===== config.mk =====
export PLATFORM = sky130hd
export DESIGN_NAME = bpa_apb
export DESIGN_NICKNAME = d
export VERILOG_FILES = /design/src/sv/bpa_pkg.sv /design/src/sv/bpa_apb.sv
export SDC_FILE = /design/constraint.sdc
export NUM_CORES = 1
export LEC_CHECK = 0
export ABC_AREA = 1
export ABC_CLOCK_PERIOD_IN_PS = 800
export BUFFER_PORTS_ARGS = -buffer_cell sky130_fd_sc_hd__buf_2
export CAP_MARGIN = 20
export CORE_ASPECT_RATIO = 1.4
export CORE_MARGIN = 4
export CORE_UTILIZATION = 28
export DETAILED_ROUTE_END_ITERATION = 7
export PLACE_DENSITY = 0.85
export SETUP_SLACK_MARGIN = 0.5
export SLEW_MARGIN = 10
export SYNTH_ARGS = -nofsm -noshare
export SYNTH_HDL_FRONTEND = slang
export SYNTH_SLANG_ARGS = --single-unit

===== constraint.sdc =====
create_clock -name clk_i -period 0.8 [get_ports clk_i]
set_input_delay 0.12 -clock clk_i [delete_from_list [all_inputs] [get_ports clk_i]]
set_output_delay 0.12 -clock clk_i [all_outputs]
set_load 0.02 [all_outputs]

===== src/sv/bpa_pkg.sv =====
`timescale 1ns / 1ps
`default_nettype none

package bpa_pkg;

  localparam int unsigned MemWordsDefault    = 1024;
  localparam int unsigned MaxElementsDefault = 32768;
  localparam int unsigned CfgAddrW           = 3;
  localparam logic [5:0]  ElemBitsReset      = 6'd8;

  typedef enum logic [1:0] {
    REQ_READ   = 2'd0,
    REQ_WRITE  = 2'd1,
    REQ_APPEND = 2'd2,
    REQ_NONE   = 2'd3
  } req_e;

  typedef enum logic [1:0] {
    STATUS_OK    = 2'd0,
    STATUS_RANGE = 2'd1,
    STATUS_FULL  = 2'd2
  } status_e;

  typedef enum logic {
    REG_ELEM_BITS  = 1'b0,
    REG_AUTO_WIDEN = 1'b1
  } reg_e;

  typedef struct packed {
    req_e        req_type;
    logic [14:0] elem_index;
    logic [31:0] elem_value;
  } req_t;

  typedef struct packed {
    logic [31:0] read_value;
    status_e     status;
    logic [5:0]  width_now;
    logic [15:0] element_total;
  } rsp_t;

  typedef struct packed {
    logic       elem_bits_wr;
    logic [5:0] elem_bits_wdata;
    logic       auto_widen;
  } cfg_t;

  function automatic logic [31:0] width_mask(input logic [5:0] w);
    logic [32:0] m;
    m = (33'd1 << w) - 33'd1;
    if (w >= 6'd32) begin
      return 32'hFFFF_FFFF;
    end
    return m[31:0];
  endfunction

  function automatic logic [5:0] clamp_width(input logic [5:0] v);
    if (v == 6'd0) begin
      return 6'd1;
    end
    if (v > 6'd32) begin
      return 6'd32;
    end
    return v;
  endfunction

  function automatic logic [5:0] bit_length(input logic [31:0] v);
    logic [5:0] n;
    n = '0;
    for (int i = 0; i < 32; i++) begin
      if (v[i]) begin
        n = 6'(i + 1);
      end
    end
    return n;
  endfunction

  function automatic logic [31:0] extract(input logic [63:0] pair, input logic [4:0] off,
                                          input logic [5:0] w);
    logic [63:0] sh;
    sh = pair >> off;
    return sh[31:0] & width_mask(w);
  endfunction

  function automatic logic [63:0] merge(input logic [63:0] pair, input logic [4:0] off,
                                        input logic [5:0] w, input logic [31:0] v);
    logic [63:0] m;
    logic [63:0] d;
    m = {32'd0, width_mask(w)} << off;
    d = {32'd0, v & width_mask(w)} << off;
    return (pair & ~m) | d;
  endfunction

endpackage

`default_nettype wire


===== src/sv/bpa_apb.sv =====
`timescale 1ns / 1ps
`default_nettype none

module bpa_apb (
  input  logic                          clk_i,
  input  logic                          rst_ni,
  input  logic                          psel,
  input  logic                          penable,
  input  logic                          pwrite,
  input  logic [bpa_pkg::CfgAddrW-1:0]  paddr,
  input  logic [31:0]                   pwdata,
  output logic [31:0]                   prdata,
  output logic                          pready,
  output bpa_pkg::cfg_t                 cfg_o
);

  logic          wr;
  bpa_pkg::reg_e idx;
  logic [5:0]    elem_bits_q;
  logic          auto_widen_q;

  assign wr     = psel && penable && pwrite;
  assign idx    = bpa_pkg::reg_e'(paddr[2]);
  assign pready = 1'b1;

  always_ff @(posedge clk_i or negedge rst_ni) begin
    if (!rst_ni) begin
      elem_bits_q  <= bpa_pkg::ElemBitsReset;
      auto_widen_q <= 1'b0;
    end else if (wr) begin
      unique case (idx)
        bpa_pkg::REG_ELEM_BITS:  elem_bits_q  <= bpa_pkg::clamp_width(pwdata[5:0]);
        bpa_pkg::REG_AUTO_WIDEN: auto_widen_q <= pwdata[0];
        default: ;
      endcase
    end
  end

  always_comb begin
    unique case (idx)
      bpa_pkg::REG_ELEM_BITS:  prdata = {26'd0, elem_bits_q};
      bpa_pkg::REG_AUTO_WIDEN: prdata = {31'd0, auto_widen_q};
      default:                 prdata = '0;
    endcase
  end

  assign cfg_o.elem_bits_wr    = wr && (idx == bpa_pkg::REG_ELEM_BITS);
  assign cfg_o.elem_bits_wdata = bpa_pkg::clamp_width(pwdata[5:0]);
  assign cfg_o.auto_widen      = auto_widen_q;

endmodule

`default_nettype wire


=== Word level (Yosys, flattened, before mapping) ===
Index checks and enable logic that the tools add are counted.

* Reductions and logical operators: 6
* Bitwise gates (word level): 1
* Order comparisons: 1
* Mux-type cells: 15

{| class="wikitable"
|+ Operators by type and width
! cell !! number
|-
| 32-bit case mux with 2 select lines || 1
|-
| 6-bit 2-to-1 mux || 6
|-
| 1-bit 2-to-1 mux || 8
|-
| 6-bit > comparator (second input constant) || 1
|-
| 6-bit logical NOT || 1
|-
| 2-bit AND reduction || 2
|-
| 1-bit logical AND || 3
|-
| 1-bit NOT || 1
|}

* Register bits: 7
* Output and inout bits: 41
* Bits of input ports: 40
* Logic and storage cells: 25

=== Logic depth before layout (Yosys ltp) ===
Gate-level depths: netlist of the first run.

* Depth in word-level cells: 9
* Gate-level depth with buffers: 5
* Mapped depth without buffers: 5

=== Worst setup path before layout of the first run ===
Ideal clock, no wire load.

* Kind: in2out
* From: input port pwdata[0]
* To: output port cfg_o[2] in the netlist's numbering
* Slack: -144 ps
* Arrival time: 824 ps
* Data required time: 680 ps
* Cell stages on the path: 3
* Path through: nor2_1 nand3_1 a21boi_0

{| class="wikitable"
|+ RTL lines
! item !! RTL line !! source
|-
| start: declaration || bpa_apb.sv:11 || <nowiki>input logic [31:0] pwdata,</nowiki>
|-
| end: declaration || bpa_apb.sv:14 || <nowiki>output bpa_pkg::cfg_t cfg_o</nowiki>
|}

=== Worst setup path after layout of the first run ===
* From: register elem_bits_q[3]
* To: output port prdata[3]

* Cells in the longest elaborated chain, start to end: 1

{| class="wikitable"
|+ RTL lines
! item !! RTL line !! source
|-
| start: declaration || bpa_apb.sv:19 || <nowiki>logic [5:0] elem_bits_q;</nowiki>
|-
| start signal: assignment || bpa_apb.sv:28 || <nowiki>elem_bits_q <= bpa_pkg::ElemBitsReset;</nowiki>
|-
| start signal: assignment || bpa_apb.sv:32 || <nowiki>bpa_pkg::REG_ELEM_BITS: elem_bits_q <= bpa_pkg::clamp_width(pwdata[5:0]);</nowiki>
|-
| 32-bit case mux with 2 select lines || bpa_apb.sv:40 || <nowiki>unique case (idx)</nowiki>
|-
| end: declaration || bpa_apb.sv:12 || <nowiki>output logic [31:0] prdata,</nowiki>
|}

No other way between the ends. The select of a mux whose other input is x is not followed.

==> results of run 1 <==
## per-stage QoR
stage	cell area, µm²	util [%]
after floorplan	892.1	-
after global placement	899.6	41.32
after detailed placement	899.6	41.32
after CTS	1177	54.08
after global routing	1286	59.08
final	1286	59.08
## placed cells by master (no fill, tap or decap), drive strengths merged
master	synthesis	final
a21boi	2	2
buf	29	49
clkbuf	1	4
conb	2	27
dfrtp	6	6
dfstp	1	1
inv	10	10
nand2	21	21
nand3	5	5
nor2	11	11
nor3	1	1
o21ai	3	3
## per-layer routing
| metal | wire, µm | global-route usage [%] | vias up |
|---|---|---|---|
| met2 | 1056 | 21.24 | 39 |
| met3 | 191 | 3.218 | 4 |
| met5 | 0 | 0 | - |
| met1 | 556 | 9.423 | 297 |
| li1 | - | - | 316 |
| met4 | 42 | 7.071 | 0 |
## power by group through the flow
stage | Clock (W) | Sequential, W | Combinational [W]
CTS | 0.000336 | 0.000457 | 0.000795
finish | 0.000319 | 0.000461 | 0.000923
floorplan | 0 | 0.000449 | 0.000521
global placement | 0 | 0.000454 | 0.000564
detailed placement | 0 | 0.000457 | 0.000573
global route | 0.000347 | 0.000468 | 0.000979
## path summary, 6_finish.rpt
path | cells after the start | from | endpoint | slack (ps)
max reg2reg | 4 | elem_bits_q[4]$_DFFE_PN0P_ | elem_bits_q[4]$_DFFE_PN0P_ | -30
min | 1 | rst_ni | elem_bits_q[4]$_DFFE_PN0P_ | -310
max | 3 | elem_bits_q[3]$_DFFE_PN1P_ | prdata[3] | -340
min reg2reg | 2 | elem_bits_q[0]$_DFFE_PN0P_ | elem_bits_q[0]$_DFFE_PN0P_ | 500
max in group asynchronous | 1 | rst_ni | elem_bits_q[3]$_DFFE_PN1P_ | 880
min in group clk_i | 4 | pwdata[3] | elem_bits_q[3]$_DFFE_PN1P_ | 210
## kinds of logic (layout without fill, tap and decap cells)
logic type,after synthesis,in the layout,share of synthesized area [%]
compound gates,5,5,4.668
other cells,2,27,1.168
flops,7,7,27.43
simple gates,38,38,25.88
buf+inv,40,63,40.86
## worst reg2reg max path: stages (launching register included)
cell,delay [ps]
dfrtp_1,400
buf_6,130
buf_6,100
nand2_2,50
o21ai_2,40
## sequential cells by signal (all words and copies together), names as in the netlist
signal        cells
auto_widen_q      1
elem_bits_q       6
## area by class of cell
cell class | instances | share of cell area [%]
clock buffers | 4 | 2.043
inverters | 10 | 5.545
multi-input cells | 70 | 35.99
flip-flops and latches | 7 | 13.72
well taps | 22 | 2.140
repair buffers | 49 | 40.56
## timing repair
| action | in CTS | in global routing |
|---|---|---|
| pin swaps | 17 | 9 |
| resized for setup | 63 | 21 |
| endpoints found under the setup margin | 21 | 21 |
| endpoints found under the hold margin | 7 | 7 |
| buffers inserted | 7 | 5 |
==> flow_summary.yaml, run 1 <==
critical_path:
  start_kind: "flip-flop"
  path_buf_inv: 2
  critPathSlowestCell: "dfstp_2"
  cp.required_ps: 680
  cp_slowest_stage_delay_ps: 530
  worst_setup_path_end_kind: "output pin"
  critical_path.max_fanout: 2
  path_class: "flip-flop to output pin"
  arrival_ps: 1020
  crit_family: "flip-flops"
  path_cells: "inv_2, nor2_4, buf_6"
place:
  hpwl_mm: 1.202
  io_buffers: 25
  place_inst: 146
  pre_cts_slack_ps: -111.4
  gp_congestion: 0.7885
grt:
  antenna_found_initial: 0
  grt_pass1_wl_mm: 2.628
  track_usage_pct: 11.00
  grt_remaining_overflow: 0
  grt_max_degree: 8
  grt_pass1_vias: 619
die:
  start_util_pct: 29.54
  io_pins: 81
  core_area_mm2: 0.002177
  die_h_um: 64.71
  fp.dieW_um: 48.51
  dieArea_mm2: 0.003139
  row_count: 20
sta:
  maxSlewViolCount: 0
  finalHoldViolCount: 7
  finalSetupViolations: 11
  fin_ws_ps: -341.2
  timing.hold.ws_ps: -307.8
  timing.setup.tns_ps: -1596
  finClkSkew_ps: 0
  fin_crit_sh_pct: 142.7
  post-route-min-period_ps: 1141
  fmax_mhz: 876.2
  rsz0062_at_grt: "yes"
power:
  fin_total_pwr_w: 0.001703
  clkPwrFrac_pct: 18.7
  swShare_pct: 37.97
  pwr-share-comb_pct: 54.2
  switchingPower_w: 0.0006467
  powerDensity_mw_per_mm2: 1324
  power_frac_seq_pct: 27.1
  vdd_drop_max_mv: 0.6305
  p_int_w: 0.001056
  p_leak_nw: 0.6491
finish:
  drive_above_1_share_pct: 67.14
  fin_cells: 162
  n_antenna_cell: 0
  fin_nets: 181
  syn2layout_area_growth_pct: 100.0
  multi_input_area_um2: 462.9
  fillers: 193
  ff_latch_area_um2: 176.4
min_path:
  hold_path.class: "input port to asynchronous set/reset pin"
clocking:
  clock_path_buffers: 2
  clkTransAtPathRegs_ps: 50
  htreeDepth: 1
  insertion_delay_ps: 250
  clkSinkCount: 7
  cts_tree: "built"
  cts-root-buf: "clkbuf_4"
  cts-buffers-inserted: 3
logic_synthesis:
  ys_types: 15
  yosysWarnings: 0
  netlist_area_um2: 643.1
  syn_inst: 92
  ys_ff_latch: 7
  yosys.cell_count.top_type: "buf_4"
  synth_area_leaders: "buf_4, dfrtp_1, nand2_1"
  synth-edff-count: 0
  ys_seq_area_share_pct: 27.43
  synth_top_cell_by_area: "buf_4"
  ys_top_cells_by_count: "buf_4, nand2_1, inv_1, nor2_1, dfrtp_1"
  avgSynthCellArea_um2: 6.990
  async_reset_ff_share_pct: 100.0
  synth_top_area_share_pct: 32.68
  ys.flop_type: "dfrtp_1"
detailed_routing:
  drtPass1Iterations: 1
  detail_route.wl_per_cell_um: 11.40
  drt-total-wl_mm: 1.846
  first_iter_violations: 0
  postRouteAntennaNets: 0
  via_count: 656
  routed_via_density: 4.049
  drc_errors: 0
job:
  drv_cap: 0
outcome:
  status: "finished with violations"
  violations: "hold timing, setup timing"
Power figures use the tool's default switching activity.
==> inputs of run 2 (changes only) <==
--- a/config.mk
+++ b/config.mk
@@ -5,13 +5,12 @@
 export SDC_FILE = /design/constraint.sdc
 export NUM_CORES = 1
 export LEC_CHECK = 0
-export ABC_AREA = 1
 export ABC_CLOCK_PERIOD_IN_PS = 800
 export BUFFER_PORTS_ARGS = -buffer_cell sky130_fd_sc_hd__buf_2
 export CAP_MARGIN = 20
 export CORE_ASPECT_RATIO = 1.4
 export CORE_MARGIN = 4
-export CORE_UTILIZATION = 28
+export CORE_UTILIZATION = 27
 export DETAILED_ROUTE_END_ITERATION = 7
 export PLACE_DENSITY = 0.85
 export SETUP_SLACK_MARGIN = 0.5
==> constraint.sdc (replaced) <==
create_clock -name clk_i -period 0.8 [get_ports clk_i]
set_input_delay 0.12 -clock clk_i [delete_from_list [all_inputs] [get_ports clk_i]]
set_output_delay 0.12 -clock clk_i [all_outputs]
set_load 0.05 [all_outputs]
==> run 2 against run 1 <==
- the run still ends with hold timing, setup timing left
- clock power up 4%
- cell area down 21%
- non-clock buffer count down 15
- register-to-register slack worse by 170 ps
- hold slack better by 2.4 ps
- synthesized cell count down 33%
- die area down 2.2%
==> flow_summary.yaml, run 2 <==
outcome:
  violations: "hold timing, setup timing"
  status: "finished with violations"
critical_path:
  path_class: "flip-flop to output pin"
  cp_slowest_stage_delay_ps: 390
  arrival_ps: 1080
  path_buf_inv: 1
  critical_path.max_fanout: 2
  worst_setup_path_end_kind: "output pin"
  rr_worst_depth: 3
  crit_family: "flip-flops"
  cp.required_ps: 680
  critPathSlowestCell: "dfrtp_1"
  r2r-end: "auto_widen_q$_DFFE_PN0P_"
  r2r_slack_ps: -200
  start_kind: "flip-flop"
  reg2reg_from: "auto_widen_q$_DFFE_PN0P_"
  path_cells: "mux2_4, buf_8"
finish:
  layout_commonest_cell: "conb_1"
  n_antenna_cell: 0
  top_regs: "elem_bits_q x6, auto_widen_q x1"
  stdcell_area_mm2: 0.001021
  top_register: "elem_bits_q"
  multi_input_area_um2: 397.9
  fin_nets: 137
  fin_cells: 118
  final_cell_mix: "conb_1, buf_8, buf_6"
  syn2layout_area_growth_pct: 68.94
  drive_above_1_share_pct: 63.54
  largest_reg_flops: 6
  fillers: 191
  ff_latch_area_um2: 176.4
logic_synthesis:
  synth-edff-count: 0
  synth_top_cell_by_area: "buf_4"
  ys_ff_latch: 7
  synth_top_area_share_pct: 34.78
  avgSynthCellArea_um2: 9.747
  ys_seq_area_share_pct: 29.19
  yosys.cell_count.top_type: "buf_4"
  synth_area_leaders: "buf_4, dfrtp_1, mux2_2"
  async_reset_ff_share_pct: 100.0
  ys_types: 15
  ys_top_cells_by_count: "buf_4, mux2_2, dfrtp_1"
  syn_inst: 62
  ys.flop_type: "dfrtp_1"
  yosysWarnings: 0
  netlist_area_um2: 604.3
detailed_routing:
  via_count: 468
  postRouteAntennaNets: 0
  detail_route.wl_per_cell_um: 13.03
  drtPass1Iterations: 2
  drc_errors: 0
  routed_via_density: 3.966
  first_iter_violations: 3
  drt-total-wl_mm: 1.538
clocking:
  clkTransAtPathRegs_ps: 60
  clock_path_buffers: 2
  cts-buffers-inserted: 3
  insertion_delay_ps: 250
  cts-root-buf: "clkbuf_4"
  clkSinkCount: 7
  cts_tree: "built"
  htreeDepth: 1
place:
  gp_congestion: 0.7064
  pre_cts_slack_ps: -272.5
  hpwl_mm: 1.093
  place_inst: 106
  place_area_um2: 716.9
  io_buffers: 25
die:
  start_util_pct: 28.08
  io_pins: 81
  fp.dieW_um: 47.99
  dieArea_mm2: 0.003070
  die_h_um: 63.98
  row_count: 20
  core_area_mm2: 0.002152
sta:
  rsz0062_at_grt: "yes"
  fin_crit_sh_pct: 150.1
  fmax_mhz: 833.0
  finalHoldViolCount: 7
  fin_ws_ps: -400.5
  finalSetupViolations: 14
  timing.hold.ws_ps: -305.4
  post-route-min-period_ps: 1200
  finClkSkew_ps: 0
  maxSlewViolCount: 0
power:
  powerDensity_mw_per_mm2: 1877
  p_leak_nw: 0.5282
  vdd_drop_max_mv: 0.7834
grt:
  grt_pass1_wl_mm: 2.180
  grt_pass1_vias: 475
  grt_max_degree: 9
  antenna_found_initial: 0
  grt_remaining_overflow: 0
  track_usage_pct: 10.25
job:
  drv_cap: 0
min_path:
  hold_path.class: "input port to asynchronous set/reset pin"
==> run 2: how the worst max path moves through the flow <==
stage / startpoint / endpoint / slack [ps] / cells after the start
after floorplan: elem_bits_q[3]$_DFFE_PN1P_ / prdata[3] / -70 / 1
after global placement: pwdata[1] / cfg_o[1] / -250 / 5
after detailed placement: pwdata[1] / cfg_o[1] / -270 / 5
after CTS: elem_bits_q[3]$_DFFE_PN1P_ / prdata[3] / -400 / 2
after global routing: elem_bits_q[3]$_DFFE_PN1P_ / prdata[3] / -430 / 2
final: auto_widen_q$_DFFE_PN0P_ / prdata[0] / -400 / 2
==> run 2: stage by stage <==
stage | hold slack [ps] | total power [W] | util [%] | setup TNS (ps)
floorplan | -175.6 | 0.001283 | - | -149.7
global placement | -44.23 | 0.001290 | 33.31 | -2409
detailed placement | -31.26 | 0.001311 | 33.31 | -2990
CTS | -306.5 | 0.001865 | 45.00 | -2609
global route | -303.0 | 0.002014 | 47.44 | -3202
finish | -305.4 | 0.001916 | 47.44 | -2787
==> run 2: per-layer routing <==
layer | vias up | part of all wire, % | track usage (%)
met2 | 39 | 54 | 18.54
met3 | 2 | 12 | 2.535
met5 | - | 0 | 0
met4 | 0 | 1.1 | 4.040
li1 | 212 | - | -
met1 | 215 | 32 | 10.31
==> run 2: worst register-to-register path, stage by stage (launching register included) <==
cell and delay, ps:
dfrtp_1 390, buf_4 140, buf_6 110, mux2_4 250
==> run 2: timing repair <==
action,CTS,global route
resized for setup,55,6
cloned,0,0
pin swaps,4,3
hold endpoints to repair,7,7
buffers inserted,4,4
setup endpoints to repair,21,21
==> run 2: layout make-up <==
type | instances | area share, %
flip-flops and latches | 7 | 17.28
inverters | 1 | 0.7353
clock buffers | 4 | 2.574
multi-input cells | 50 | 38.97
repair buffers | 34 | 37.75
well taps | 22 | 2.696
==> run 2: cell families (layout without fill, tap and decap cells) <==
| logic type | after synthesis | after routing | synth area share [%] |
|---|---|---|---|
| flops | 7 | 7 | 29.19 |
| mux | 7 | 7 | 13.04 |
| compound gates | 1 | 1 | 1.243 |
| buf+inv | 30 | 39 | 36.02 |
| simple gates | 15 | 15 | 19.25 |
| other cells | 2 | 27 | 1.243 |
==> run 2: power breakdown <==
group	internal, W	leakage [nW]	total [W]	switching (W)
sequential	0.000426	0.0866	0.000463	0.0000375
clock	0.000191	0.0150	0.000331	0.000140
combinational	0.000427	0.427	0.00112	0.000695
